<file path="src/rtl/jcsl_pkg.sv">
`default_nettype none

package jcsl_pkg;

    localparam int CFG_DATA_W = 29;
    localparam int CFG_IDX_W  = 3;
    localparam int JOINT_W    = 5;
    localparam int STEP_W     = 17;
    localparam int SCALE_W    = 10;
    localparam int MASK_W     = 29;
    localparam int THRESH_W   = 18;
    localparam int KP_W       = 17;
    localparam int KD_W       = 10;
    localparam int BASE_KP_W  = 7;

    localparam logic [KD_W-1:0] KD_LIMP = 10'd128;

    typedef enum logic [CFG_IDX_W-1:0] {
        CFG_MAX_STEP        = 3'd0,
        CFG_LOW_BODY_SCALE  = 3'd1,
        CFG_ARM_SCALE       = 3'd2,
        CFG_ACTIVE_MASK     = 3'd3,
        CFG_HOLD_INACTIVE   = 3'd4,
        CFG_REACH_THRESHOLD = 3'd5
    } t_cfg_idx;

    typedef struct packed {
        logic [STEP_W-1:0]   step_limit;
        logic [SCALE_W-1:0]  low_body_scale;
        logic [SCALE_W-1:0]  arm_scale;
        logic [MASK_W-1:0]   active_mask;
        logic                hold_inactive;
        logic [THRESH_W-1:0] reach_threshold;
    } t_cfg;

    localparam t_cfg CFG_RESET = '{
        step_limit:      17'd983,
        low_body_scale:  10'd90,
        arm_scale:       10'd256,
        active_mask:     29'h1FFF_FFFF,
        hold_inactive:   1'b0,
        reach_threshold: 18'd6554
    };

    // What the back end does with a word.
    typedef enum logic [2:0] {
        KIND_SKIP,
        KIND_SEED,
        KIND_STEP,
        KIND_HOLD,
        KIND_LIMP
    } t_kind;

    typedef struct packed {
        t_kind               kind;
        logic [JOINT_W-1:0]  joint;
        logic [KP_W-1:0]     kp;
        logic [KD_W-1:0]     kd;
        logic                frame_end;
    } t_cls;

    function automatic logic [BASE_KP_W-1:0] base_kp(input logic [JOINT_W-1:0] j);
        logic [BASE_KP_W-1:0] v;
        case (j) inside
            5'd3, 5'd9:                               v = 7'd100;
            5'd0, 5'd1, 5'd2, 5'd6, 5'd7, 5'd8, 5'd12: v = 7'd60;
            default:                                  v = 7'd40;
        endcase
        return v;
    endfunction

    // Knees get double damping; gain already times 256.
    function automatic logic [KD_W-1:0] base_kd(input logic [JOINT_W-1:0] j);
        logic [KD_W-1:0] v;
        case (j) inside
            5'd3, 5'd9: v = 10'd512;
            default:    v = 10'd256;
        endcase
        return v;
    endfunction

endpackage

`default_nettype wire

</file>
<file path="src/rtl/jcsl_in_if.sv">
`default_nettype none

interface jcsl_in_if #(
    parameter int ANGLE_BITS = 19
);
    logic                         valid;
    logic                         ready;
    logic                         action;
    logic [4:0]                   joint;
    logic signed [ANGLE_BITS-1:0] position;
    logic                         frame_end;

    modport source (output valid, action, joint, position, frame_end, input ready);
    modport sink   (input valid, action, joint, position, frame_end, output ready);
endinterface

`default_nettype wire

</file>
<file path="src/rtl/jcsl_out_if.sv">
`default_nettype none

interface jcsl_out_if #(
    parameter int ANGLE_BITS = 19
);
    logic                         valid;
    logic                         ready;
    logic [4:0]                   joint_out;
    logic signed [ANGLE_BITS-1:0] command_position;
    logic [16:0]                  kp_gain;
    logic [9:0]                   kd_gain;
    logic                         held;
    logic [16:0]                  max_applied_step;
    logic [ANGLE_BITS-1:0]        peak_error;
    logic                         reached;
    logic                         frame_done;

    modport source (output valid, joint_out, command_position, kp_gain, kd_gain, held,
                    max_applied_step, peak_error, reached, frame_done, input ready);
    modport sink   (input valid, joint_out, command_position, kp_gain, kd_gain, held,
                    max_applied_step, peak_error, reached, frame_done, output ready);
endinterface

`default_nettype wire

</file>
<file path="src/rtl/jcsl_front.sv">
`default_nettype none

// Classify an incoming word and look up its gains.
module jcsl_front #(
    parameter int JOINT_COUNT     = 29,
    parameter int LOW_BODY_JOINTS = 15
) (
    input  wire  jcsl_pkg::t_cfg              i_cfg,
    input  wire                               i_action,
    input  wire  [jcsl_pkg::JOINT_W-1:0]      i_joint,
    input  wire                               i_frame_end,
    output jcsl_pkg::t_cls                    o_cls
);
    logic                                 in_range;
    logic                                 low_body;
    logic                                 active;
    logic [31:0]                          mask_x;
    logic [jcsl_pkg::SCALE_W-1:0]         scale;
    logic [jcsl_pkg::KP_W-1:0]            table_kp;
    logic [jcsl_pkg::KD_W-1:0]            table_kd;

    assign in_range = {2'b00, i_joint} < 7'(JOINT_COUNT);
    assign low_body = {2'b00, i_joint} < 7'(LOW_BODY_JOINTS);
    assign mask_x   = {3'b000, i_cfg.active_mask};
    assign active   = mask_x[i_joint];
    assign scale    = low_body ? i_cfg.low_body_scale : i_cfg.arm_scale;
    assign table_kp = jcsl_pkg::KP_W'(jcsl_pkg::base_kp(i_joint)) * jcsl_pkg::KP_W'(scale);
    assign table_kd = jcsl_pkg::base_kd(i_joint);

    always_comb begin
        o_cls.joint     = i_joint;
        o_cls.frame_end = i_frame_end;
        o_cls.kp        = '0;
        o_cls.kd        = '0;
        if (!in_range) begin
            o_cls.kind = jcsl_pkg::KIND_SKIP;
        end else if (!i_action) begin
            o_cls.kind = jcsl_pkg::KIND_SEED;
        end else if (active) begin
            o_cls.kind = jcsl_pkg::KIND_STEP;
            o_cls.kp   = table_kp;
            o_cls.kd   = table_kd;
        end else if (i_cfg.hold_inactive) begin
            o_cls.kind = jcsl_pkg::KIND_HOLD;
            o_cls.kp   = table_kp;
            o_cls.kd   = table_kd;
        end else begin
            o_cls.kind = jcsl_pkg::KIND_LIMP;
            o_cls.kd   = jcsl_pkg::KD_LIMP;
        end
    end
endmodule

`default_nettype wire

</file>
<file path="src/rtl/jcsl_queue.sv">
`default_nettype none

// Two-entry queue between front and back.
module jcsl_queue #(
    parameter int DATA_W = 64
) (
    input  wire               i_clk,
    input  wire               i_rst_n,
    input  wire               i_push,
    input  wire  [DATA_W-1:0] i_data,
    input  wire               i_pop,
    output logic [DATA_W-1:0] o_data,
    output logic              o_full,
    output logic              o_empty
);
    logic [DATA_W-1:0] r_mem [2];
    logic              r_wr_ptr;
    logic              r_rd_ptr;
    logic [1:0]        r_count;

    assign o_full  = r_count == 2'd2;
    assign o_empty = r_count == 2'd0;
    assign o_data  = r_mem[r_rd_ptr];

    always_ff @(posedge i_clk) begin
        if (i_push) begin
            r_mem[r_wr_ptr] <= i_data;
        end
    end

    always_ff @(posedge i_clk) begin
        if (!i_rst_n) begin
            r_wr_ptr <= 1'b0;
            r_rd_ptr <= 1'b0;
            r_count  <= 2'd0;
        end else begin
            if (i_push) begin
                r_wr_ptr <= ~r_wr_ptr;
            end
            if (i_pop) begin
                r_rd_ptr <= ~r_rd_ptr;
            end
            case ({i_push, i_pop})
                2'b10:   r_count <= r_count + 2'd1;
                2'b01:   r_count <= r_count - 2'd1;
                default: r_count <= r_count;
            endcase
        end
    end
endmodule

`default_nettype wire

</file>
<file path="src/rtl/jcsl_back.sv">
`default_nettype none

// Slew clamp, command store, frame peaks and output register.
module jcsl_back #(
    parameter int JOINT_COUNT = 29,
    parameter int ANGLE_BITS  = 19
) (
    input  wire                           i_clk,
    input  wire                           i_rst_n,
    input  wire  jcsl_pkg::t_cfg          i_cfg,
    input  wire                           i_head_valid,
    input  wire  jcsl_pkg::t_cls          i_head,
    input  wire  [ANGLE_BITS-1:0]         i_head_pos,
    output logic                          o_pop,
    jcsl_out_if.source                    o_out
);
    localparam int JIW = (JOINT_COUNT > 1) ? $clog2(JOINT_COUNT) : 1;
    localparam int CW  = (ANGLE_BITS + 2 > 19) ? ANGLE_BITS + 2 : 19;
    localparam int RW  = (ANGLE_BITS > jcsl_pkg::THRESH_W) ? ANGLE_BITS : jcsl_pkg::THRESH_W;

    logic signed [ANGLE_BITS-1:0] r_last [JOINT_COUNT];
    logic [jcsl_pkg::STEP_W-1:0]  r_step_pk;
    logic [ANGLE_BITS-1:0]        r_err_pk;

    logic                         r_out_valid;
    logic [jcsl_pkg::JOINT_W-1:0] r_joint;
    logic signed [ANGLE_BITS-1:0] r_cmd;
    logic [jcsl_pkg::KP_W-1:0]    r_kp;
    logic [jcsl_pkg::KD_W-1:0]    r_kd;
    logic                         r_held;
    logic [jcsl_pkg::STEP_W-1:0]  r_step_out;
    logic [ANGLE_BITS-1:0]        r_err_out;
    logic                         r_reached;
    logic                         r_frame_done;

    logic [5:0]                   joint_x;
    logic [JIW-1:0]               idx;
    logic signed [ANGLE_BITS-1:0] last;
    logic signed [ANGLE_BITS-1:0] pos;
    logic signed [CW-1:0]         diff;
    logic signed [CW-1:0]         lim;
    logic signed [CW-1:0]         delta;
    logic signed [CW-1:0]         cmd_w;
    logic [CW-1:0]                abs_diff;
    logic [CW-1:0]                abs_delta;
    logic signed [ANGLE_BITS-1:0] step_cmd;
    logic signed [ANGLE_BITS-1:0] cmd;
    logic                         is_step;
    logic                         fire;
    logic [jcsl_pkg::STEP_W-1:0]  n_step_pk;
    logic [ANGLE_BITS-1:0]        n_err_pk;
    logic                         reached;

    assign joint_x = {1'b0, i_head.joint};
    assign idx     = joint_x[JIW-1:0];
    assign last    = r_last[idx];
    assign pos     = $signed(i_head_pos);
    assign is_step = i_head.kind == jcsl_pkg::KIND_STEP;
    assign fire    = i_head_valid && (!r_out_valid || o_out.ready);
    assign o_pop   = fire;

    // Clamp the move toward target; the new command lies between last and target.
    always_comb begin
        diff = CW'(pos) - CW'(last);
        lim  = $signed(CW'(i_cfg.step_limit));
        if (diff > lim) begin
            delta = lim;
        end else if (diff < -lim) begin
            delta = -lim;
        end else begin
            delta = diff;
        end
        cmd_w     = CW'(last) + delta;
        step_cmd  = cmd_w[ANGLE_BITS-1:0];
        abs_diff  = diff[CW-1] ? $unsigned(-diff) : $unsigned(diff);
        abs_delta = delta[CW-1] ? $unsigned(-delta) : $unsigned(delta);
    end

    always_comb begin
        case (i_head.kind)
            jcsl_pkg::KIND_SEED: cmd = pos;
            jcsl_pkg::KIND_STEP: cmd = step_cmd;
            jcsl_pkg::KIND_HOLD,
            jcsl_pkg::KIND_LIMP: cmd = last;
            default:             cmd = '0;
        endcase
    end

    always_comb begin
        n_step_pk = r_step_pk;
        n_err_pk  = r_err_pk;
        if (is_step) begin
            if (abs_delta[jcsl_pkg::STEP_W-1:0] > r_step_pk) begin
                n_step_pk = abs_delta[jcsl_pkg::STEP_W-1:0];
            end
            if (abs_diff[ANGLE_BITS-1:0] > r_err_pk) begin
                n_err_pk = abs_diff[ANGLE_BITS-1:0];
            end
        end
        reached = i_head.frame_end && (RW'(n_err_pk) <= RW'(i_cfg.reach_threshold));
    end

    always_ff @(posedge i_clk) begin
        if (!i_rst_n) begin
            for (int k = 0; k < JOINT_COUNT; k++) begin
                r_last[k] <= '0;
            end
            r_step_pk <= '0;
            r_err_pk  <= '0;
        end else if (fire) begin
            if (i_head.kind == jcsl_pkg::KIND_SEED || is_step) begin
                r_last[idx] <= cmd;
            end
            // Clear peaks after the frame's last word.
            r_step_pk <= i_head.frame_end ? '0 : n_step_pk;
            r_err_pk  <= i_head.frame_end ? '0 : n_err_pk;
        end
    end

    always_ff @(posedge i_clk) begin
        if (!i_rst_n) begin
            r_out_valid <= 1'b0;
        end else if (fire) begin
            r_out_valid <= 1'b1;
        end else if (o_out.ready) begin
            r_out_valid <= 1'b0;
        end
    end

    always_ff @(posedge i_clk) begin
        if (fire) begin
            r_joint      <= i_head.joint;
            r_cmd        <= cmd;
            r_kp         <= i_head.kp;
            r_kd         <= i_head.kd;
            r_held       <= i_head.kind == jcsl_pkg::KIND_HOLD;
            r_step_out   <= n_step_pk;
            r_err_out    <= n_err_pk;
            r_reached    <= reached;
            r_frame_done <= i_head.frame_end;
        end
    end

    assign o_out.valid            = r_out_valid;
    assign o_out.joint_out        = r_joint;
    assign o_out.command_position = r_cmd;
    assign o_out.kp_gain          = r_kp;
    assign o_out.kd_gain          = r_kd;
    assign o_out.held             = r_held;
    assign o_out.max_applied_step = r_step_out;
    assign o_out.peak_error       = r_err_out;
    assign o_out.reached          = r_reached;
    assign o_out.frame_done       = r_frame_done;
endmodule

`default_nettype wire

</file>
<file path="src/rtl/joint_command_slew_limiter_core.sv">
// Joint command slew limiter.
// Input channel i_in carries one word per joint: action (0 seed the joint's
// last command from a measured position, 1 step toward a target), joint,
// position and frame_end. Output channel o_out returns one word for every
// input word: the new command, kp/kd gains, held flag, the running peaks of
// applied step and target error within the frame, and on the frame's last
// word the reached flag and frame_done.
// Both channels use valid/ready; a word moves when both are high.
// An accepted word passes through the queue, then the output register, before it
// shows on o_out. Throughput: one word per cycle while o_out is not stalled, set by
// the single back-end stage that reads, clamps and writes the joint's stored command.
// A two-entry queue decouples the front (classify, gain lookup) from the
// back (clamp, store, peaks); when o_out stalls the output register holds,
// the queue fills and i_in.ready drops once two words wait.
// The user must write configuration through i_cfg_we/i_cfg_index/i_cfg_data only
// while no word is in flight (the block does not enforce this); unknown indexes are ignored.
// Reset (i_rst_n low, synchronous) restores register defaults, clears all
// stored commands and both peaks, and empties the pipeline.
`default_nettype none

module joint_command_slew_limiter_core #(
    parameter int JOINT_COUNT     = 29,
    parameter int LOW_BODY_JOINTS = 15,
    parameter int ANGLE_BITS      = 19
) (
    input  wire                                i_clk,
    input  wire                                i_rst_n,
    input  wire                                i_cfg_we,
    input  wire  [jcsl_pkg::CFG_IDX_W-1:0]     i_cfg_index,
    input  wire  [jcsl_pkg::CFG_DATA_W-1:0]    i_cfg_data,
    jcsl_in_if.sink                            i_in,
    jcsl_out_if.source                         o_out
);
    localparam int CLS_W = $bits(jcsl_pkg::t_cls);
    localparam int QW    = CLS_W + ANGLE_BITS;

    jcsl_pkg::t_cfg   r_cfg;
    jcsl_pkg::t_cls   front_cls;
    jcsl_pkg::t_cls   head_cls;
    logic [QW-1:0]    q_head;
    logic             q_full;
    logic             q_empty;
    logic             push;
    logic             pop;

    // Register file: apply a write at its index, drop unknown indexes.
    always_ff @(posedge i_clk) begin
        if (!i_rst_n) begin
            r_cfg <= jcsl_pkg::CFG_RESET;
        end else if (i_cfg_we) begin
            case (jcsl_pkg::t_cfg_idx'(i_cfg_index))
                jcsl_pkg::CFG_MAX_STEP:
                    r_cfg.step_limit <= i_cfg_data[jcsl_pkg::STEP_W-1:0];
                jcsl_pkg::CFG_LOW_BODY_SCALE:
                    r_cfg.low_body_scale <= i_cfg_data[jcsl_pkg::SCALE_W-1:0];
                jcsl_pkg::CFG_ARM_SCALE:
                    r_cfg.arm_scale <= i_cfg_data[jcsl_pkg::SCALE_W-1:0];
                jcsl_pkg::CFG_ACTIVE_MASK:
                    r_cfg.active_mask <= i_cfg_data[jcsl_pkg::MASK_W-1:0];
                jcsl_pkg::CFG_HOLD_INACTIVE:
                    r_cfg.hold_inactive <= i_cfg_data[0];
                jcsl_pkg::CFG_REACH_THRESHOLD:
                    r_cfg.reach_threshold <= i_cfg_data[jcsl_pkg::THRESH_W-1:0];
                default: r_cfg <= r_cfg;
            endcase
        end
    end

    // Front: accept whenever the queue has room.
    assign i_in.ready = !q_full;
    assign push       = i_in.valid && !q_full;

    jcsl_front #(
        .JOINT_COUNT     (JOINT_COUNT),
        .LOW_BODY_JOINTS (LOW_BODY_JOINTS)
    ) u_front (
        .i_cfg       (r_cfg),
        .i_action    (i_in.action),
        .i_joint     (i_in.joint),
        .i_frame_end (i_in.frame_end),
        .o_cls       (front_cls)
    );

    jcsl_queue #(
        .DATA_W (QW)
    ) u_queue (
        .i_clk   (i_clk),
        .i_rst_n (i_rst_n),
        .i_push  (push),
        .i_data  ({front_cls, i_in.position}),
        .i_pop   (pop),
        .o_data  (q_head),
        .o_full  (q_full),
        .o_empty (q_empty)
    );

    assign head_cls = jcsl_pkg::t_cls'(q_head[QW-1:ANGLE_BITS]);

    // Back: one queued word per cycle into the output register while o_out is not stalled.
    jcsl_back #(
        .JOINT_COUNT (JOINT_COUNT),
        .ANGLE_BITS  (ANGLE_BITS)
    ) u_back (
        .i_clk        (i_clk),
        .i_rst_n      (i_rst_n),
        .i_cfg        (r_cfg),
        .i_head_valid (!q_empty),
        .i_head       (head_cls),
        .i_head_pos   (q_head[ANGLE_BITS-1:0]),
        .o_pop        (pop),
        .o_out        (o_out)
    );
endmodule

`default_nettype wire

</file>
<file path="src/flat_wrapper.sv">
// flat-port wrapper written by rule: the top's interface ports become plain ports
module joint_command_slew_limiter_core_flat 
#(
    parameter int JOINT_COUNT     = 29,
    parameter int LOW_BODY_JOINTS = 15,
    parameter int ANGLE_BITS      = 19
)
  (i_clk, i_rst_n, i_cfg_we, i_cfg_index, i_cfg_data, i_in_valid, i_in_action, i_in_joint, i_in_position, i_in_frame_end, i_in_ready, o_out_valid, o_out_joint_out, o_out_command_position, o_out_kp_gain, o_out_kd_gain, o_out_held, o_out_max_applied_step, o_out_peak_error, o_out_reached, o_out_frame_done, o_out_ready);
  jcsl_in_if #(.ANGLE_BITS(ANGLE_BITS)) i_in_i ();
  jcsl_out_if #(.ANGLE_BITS(ANGLE_BITS)) o_out_i ();
  input  wire i_clk;
  input  wire i_rst_n;
  input  wire i_cfg_we;
  input  wire  [jcsl_pkg::CFG_IDX_W-1:0] i_cfg_index;
  input  wire  [jcsl_pkg::CFG_DATA_W-1:0] i_cfg_data;
  input wire logic [$bits(i_in_i.valid)-1:0] i_in_valid;
  input wire logic [$bits(i_in_i.action)-1:0] i_in_action;
  input wire logic [$bits(i_in_i.joint)-1:0] i_in_joint;
  input wire logic [$bits(i_in_i.position)-1:0] i_in_position;
  input wire logic [$bits(i_in_i.frame_end)-1:0] i_in_frame_end;
  output wire logic [$bits(i_in_i.ready)-1:0] i_in_ready;
  output wire logic [$bits(o_out_i.valid)-1:0] o_out_valid;
  output wire logic [$bits(o_out_i.joint_out)-1:0] o_out_joint_out;
  output wire logic [$bits(o_out_i.command_position)-1:0] o_out_command_position;
  output wire logic [$bits(o_out_i.kp_gain)-1:0] o_out_kp_gain;
  output wire logic [$bits(o_out_i.kd_gain)-1:0] o_out_kd_gain;
  output wire logic [$bits(o_out_i.held)-1:0] o_out_held;
  output wire logic [$bits(o_out_i.max_applied_step)-1:0] o_out_max_applied_step;
  output wire logic [$bits(o_out_i.peak_error)-1:0] o_out_peak_error;
  output wire logic [$bits(o_out_i.reached)-1:0] o_out_reached;
  output wire logic [$bits(o_out_i.frame_done)-1:0] o_out_frame_done;
  input wire logic [$bits(o_out_i.ready)-1:0] o_out_ready;
  assign i_in_i.valid = i_in_valid;
  assign i_in_i.action = i_in_action;
  assign i_in_i.joint = i_in_joint;
  assign i_in_i.position = i_in_position;
  assign i_in_i.frame_end = i_in_frame_end;
  assign i_in_ready = i_in_i.ready;
  assign o_out_valid = o_out_i.valid;
  assign o_out_joint_out = o_out_i.joint_out;
  assign o_out_command_position = o_out_i.command_position;
  assign o_out_kp_gain = o_out_i.kp_gain;
  assign o_out_kd_gain = o_out_i.kd_gain;
  assign o_out_held = o_out_i.held;
  assign o_out_max_applied_step = o_out_i.max_applied_step;
  assign o_out_peak_error = o_out_i.peak_error;
  assign o_out_reached = o_out_i.reached;
  assign o_out_frame_done = o_out_i.frame_done;
  assign o_out_i.ready = o_out_ready;
  joint_command_slew_limiter_core #(.JOINT_COUNT(JOINT_COUNT), .LOW_BODY_JOINTS(LOW_BODY_JOINTS), .ANGLE_BITS(ANGLE_BITS)) u_core (.i_clk(i_clk), .i_rst_n(i_rst_n), .i_cfg_we(i_cfg_we), .i_cfg_index(i_cfg_index), .i_cfg_data(i_cfg_data), .i_in(i_in_i), .o_out(o_out_i));
endmodule
</file>
<file path="config.mk">
export PLATFORM = sky130hd
export DESIGN_NAME = joint_command_slew_limiter_core_flat
export DESIGN_NICKNAME = d
export VERILOG_FILES = /design/src/rtl/jcsl_pkg.sv /design/src/rtl/jcsl_in_if.sv /design/src/rtl/jcsl_out_if.sv /design/src/rtl/jcsl_front.sv /design/src/rtl/jcsl_queue.sv /design/src/rtl/jcsl_back.sv /design/src/rtl/joint_command_slew_limiter_core.sv /design/src/flat_wrapper.sv
export SDC_FILE = /design/constraint.sdc
export NUM_CORES = 2
export LEC_CHECK = 0
export BUFFER_PORTS_ARGS = -buffer_cell sky130_fd_sc_hd__buf_2
export CAP_MARGIN = 30
export CORE_AREA = 2 2 280 282
export CTS_CLUSTER_DIAMETER = 200
export DETAILED_ROUTE_END_ITERATION = 10
export DIE_AREA = 0 0 282 284
export HOLD_SLACK_MARGIN = 0.12
export PLACE_DENSITY_LB_ADDON = 0.08
export SETUP_SLACK_MARGIN = 0.1
export SYNTH_ARGS = -nofsm -noshare
export SYNTH_HDL_FRONTEND = slang
export SYNTH_HIERARCHICAL = 1
export SYNTH_SLANG_ARGS = --single-unit
export TNS_END_PERCENT = 5
</file>
<file path="constraint.sdc">
create_clock -name i_clk -period 20.7 [get_ports i_clk]
set_input_delay 5.175 -clock i_clk [delete_from_list [all_inputs] [get_ports i_clk]]
set_output_delay 5.175 -clock i_clk [all_outputs]
set_load 0.02 [all_outputs]
</file>
==> flow_metrics.tcl <==
set metrics [dict create \
    outcome "finished clean" \
    initial_utilization 0.597 \
    slowest_delay_ps 750 \
    fin_nets 3944 \
    cts_buffers 96 \
    holdBufCountCts 0 \
    htreeDepth 3 \
    hold_viol_final 0 \
    cts.sinks 935 \
    period_needed_ps 13990 \
    fillers 5574 \
    synth_cell_types 97 \
    synth_warnings 6 \
    max_cap_violations 0 \
    dr.pass1.iters 7 \
    die_w_um 282 \
    antenna_found_initial 6 \
    min_path_type "flip-flop to flip-flop" \
    crit_top_cell "a21oi_1" \
    ys_ff_latch 935 \
    ant_nets 0 \
    grt_max_degree 83 \
    synthCells 3608 \
    placed_cells 4619 \
    multi_input_comb_area_mm2 0.0175 \
    cpMaxStageDelayCell "buf_4" \
    portBuffers 154 \
    rows 102 \
    tightest_slew_ps 1100 \
    wire_per_inst_um 26.9 \
    finalWirelength_um 129000 \
    core_mm2 0.0770 \
    cp.arrival_ps 14380 \
    setup_tns_ps 0 \
    drive_gt1_frac 0.176 \
    critical_path_class "flip-flop to flip-flop" \
    avgSynthCellArea_um2 12.7 \
    maxSlewHeadroom 0.268 \
    cp_max_fo 43 \
    grt.total_usage 0.323 \
    dr.first_iter.drc_count 3657 \
    grt_pass1_wl_um 190000 \
    fin_skew_ps 60.8 \
    syn_to_final_growth_pct 10.6 \
    start_kind "flip-flop" \
    cts_max_path_buffers 3 \
    gp_congestion 0.933 \
    worstSetupEndpointType "flip-flop" \
    final-seq-area_mm2 0.0268 \
    clkSlewWorstSetupHoldPaths_ps 60 \
    drc 0 \
    worstPathRequired_ps 21090 \
    setup_violations 0 \
    die_y_um 284 \
    max_freq_mhz 71.5 \
    post_cts_resized 0 \
    slew_viol_final 0 \
    synth_edf_count 808 \
    dpl.hpwl_um 87400 \
    seq_area_frac_synth 0.584 \
    ios 155 \
    period_share 0.676 \
    postCtsSetupBuffers 0 \
    grt_overflow 0 \
    final-instance-count-excl-fill 4803 \
    rsz0062_at_grt "false" \
    ys.flop_type "edfxtp_1" \
    via_per_inst 6.28 \
    clockRootBuffer "clkbuf_16" \
    syn-cell-area_mm2 0.0459 \
    async_flop_share 0 \
    vias 30100 \
    dieArea_mm2 0.0801 \
    clk_latency_ps 700 \
    grt_pass1_vias 29600 \
    cts_tree "done" \
]
-- synth_stat cells, drive strengths merged, types with 18 or more instances --
cell type    n  area share
dfxtp      127       0.055
nor3        41      0.0058
o21a        18      0.0029
clkbuf     187       0.015
xor2        24      0.0046
a21oi       74      0.0082
a22oi       91       0.015
fa          27       0.012
inv        178       0.015
nand4       26      0.0035
nor2       668       0.055
ha         170       0.046
mux2        93       0.023
edfxtp     808        0.53
nand3       35      0.0038
a21o        32      0.0052
mux4       155       0.076
o21ai       61      0.0066
mux2i      110       0.024
buf         73      0.0093
nor2b      127       0.017
xnor2       59       0.011
nand2      183       0.015
nand2b      23      0.0031
-- path summary, 6_finish.rpt --
path | start | end | slack, ps | cells past startpoint
max | flip-flop | u_core/u_back/o_out.command_position[18] | 6710 | 45
min | u_core/r_cfg[58] | u_core/r_cfg[58] | 460 | 2
max reg2reg | flip-flop | u_core/u_back/o_out.command_position[18] | 6710 | 45
min reg2reg | u_core/r_cfg[58] | u_core/r_cfg[58] | 460 | 2
-- layer usage --
| metal | GRT usage | vias to the layer above | share of wire |
|---|---|---|---|
| li1 | - | 13300 | - |
| met1 | 0.434 | 15000 | 0.39 |
| met2 | 0.518 | 1550 | 0.47 |
| met3 | 0.0542 | 297 | 0.085 |
| met4 | 0.149 | 4 | 0.052 |
| met5 | 0 | - | 0.00017 |
-- cell usage in the layout, fill, tap and decap left out, drive strengths merged, types with 74 or more instances in the layout --
master  netlist  routed
edfxtp      808     808
a22oi        91      91
buf          73     230
ha          170     170
nor2        668     668
a21oi        74      74
mux2i       110     110
clkbuf      187     124
mux2         93      93
nand2       183     183
inv         178     180
nor2b       127     127
mux4        155     155
dfxtp       127     127
-- sequential cells by signal, summed over array words and instances (netlist names), 19 cells and up, named ones only --
register                              flops
u_core/u_back/r_last                    608
u_core/u_back/o_out.command_position     19
u_core/r_cfg                             85
u_core/u_back/r_err_pk                   19
u_core/u_queue/r_mem                    110
u_core/u_back/o_out.peak_error           19
-- kinds of logic (layout without fill, tap and decap cells) --
group / after synthesis / in the layout / share of synthesized area
AND/OR/NAND/NOR: 1193 / 1193 / 0.118
flip-flops: 935 / 935 / 0.584
buffers and inverters: 438 / 583 / 0.0391
AO/OA/AOI/OAI: 403 / 403 / 0.0625
multiplexers: 358 / 358 / 0.123
adder cells (fa/ha/maj): 197 / 197 / 0.0581
XOR/XNOR: 83 / 83 / 0.0158
other: 1 / 11 / 0.0000816
-- final cells by class --
class | count | share of cell area
antenna | 2 | 0.0000985
timing repair buffer | 230 | 0.0294
clock inverter | 51 | 0.0103
sequential | 935 | 0.528
clock buffer | 124 | 0.0497
tap | 1040 | 0.0256
inverter | 178 | 0.0132
multi-input combinational | 2243 | 0.344
-- critical path, delay by kind of cell, from the launching register on --
| family | cells | cell delay (ps) |
|---|---|---|
| AOI/OAI and AO/OA | 21 | 4730 |
| and+or+nand+nor | 9 | 2820 |
| xor gates and xnor gates | 2 | 660 |
| DFF | 1 | 330 |
| adders and majority gates | 4 | 1240 |
| buffers and inverters | 7 | 2610 |
| muxes | 2 | 1150 |
-- metrics by stage --
stage	utilization	hold slack (ps)	cell area [µm²]	setup slack [ps]
floorplan	-	434	46000	9440
global placement	0.618	445	47500	7210
detailed placement	0.619	453	47600	6830
CTS	0.658	464	50700	6760
global route	0.660	477	50800	5770
finish	0.660	461	50800	6710
Power is not shown: default switching activity piles up to over one toggle a cycle in this logic, so the estimate is an artifact.
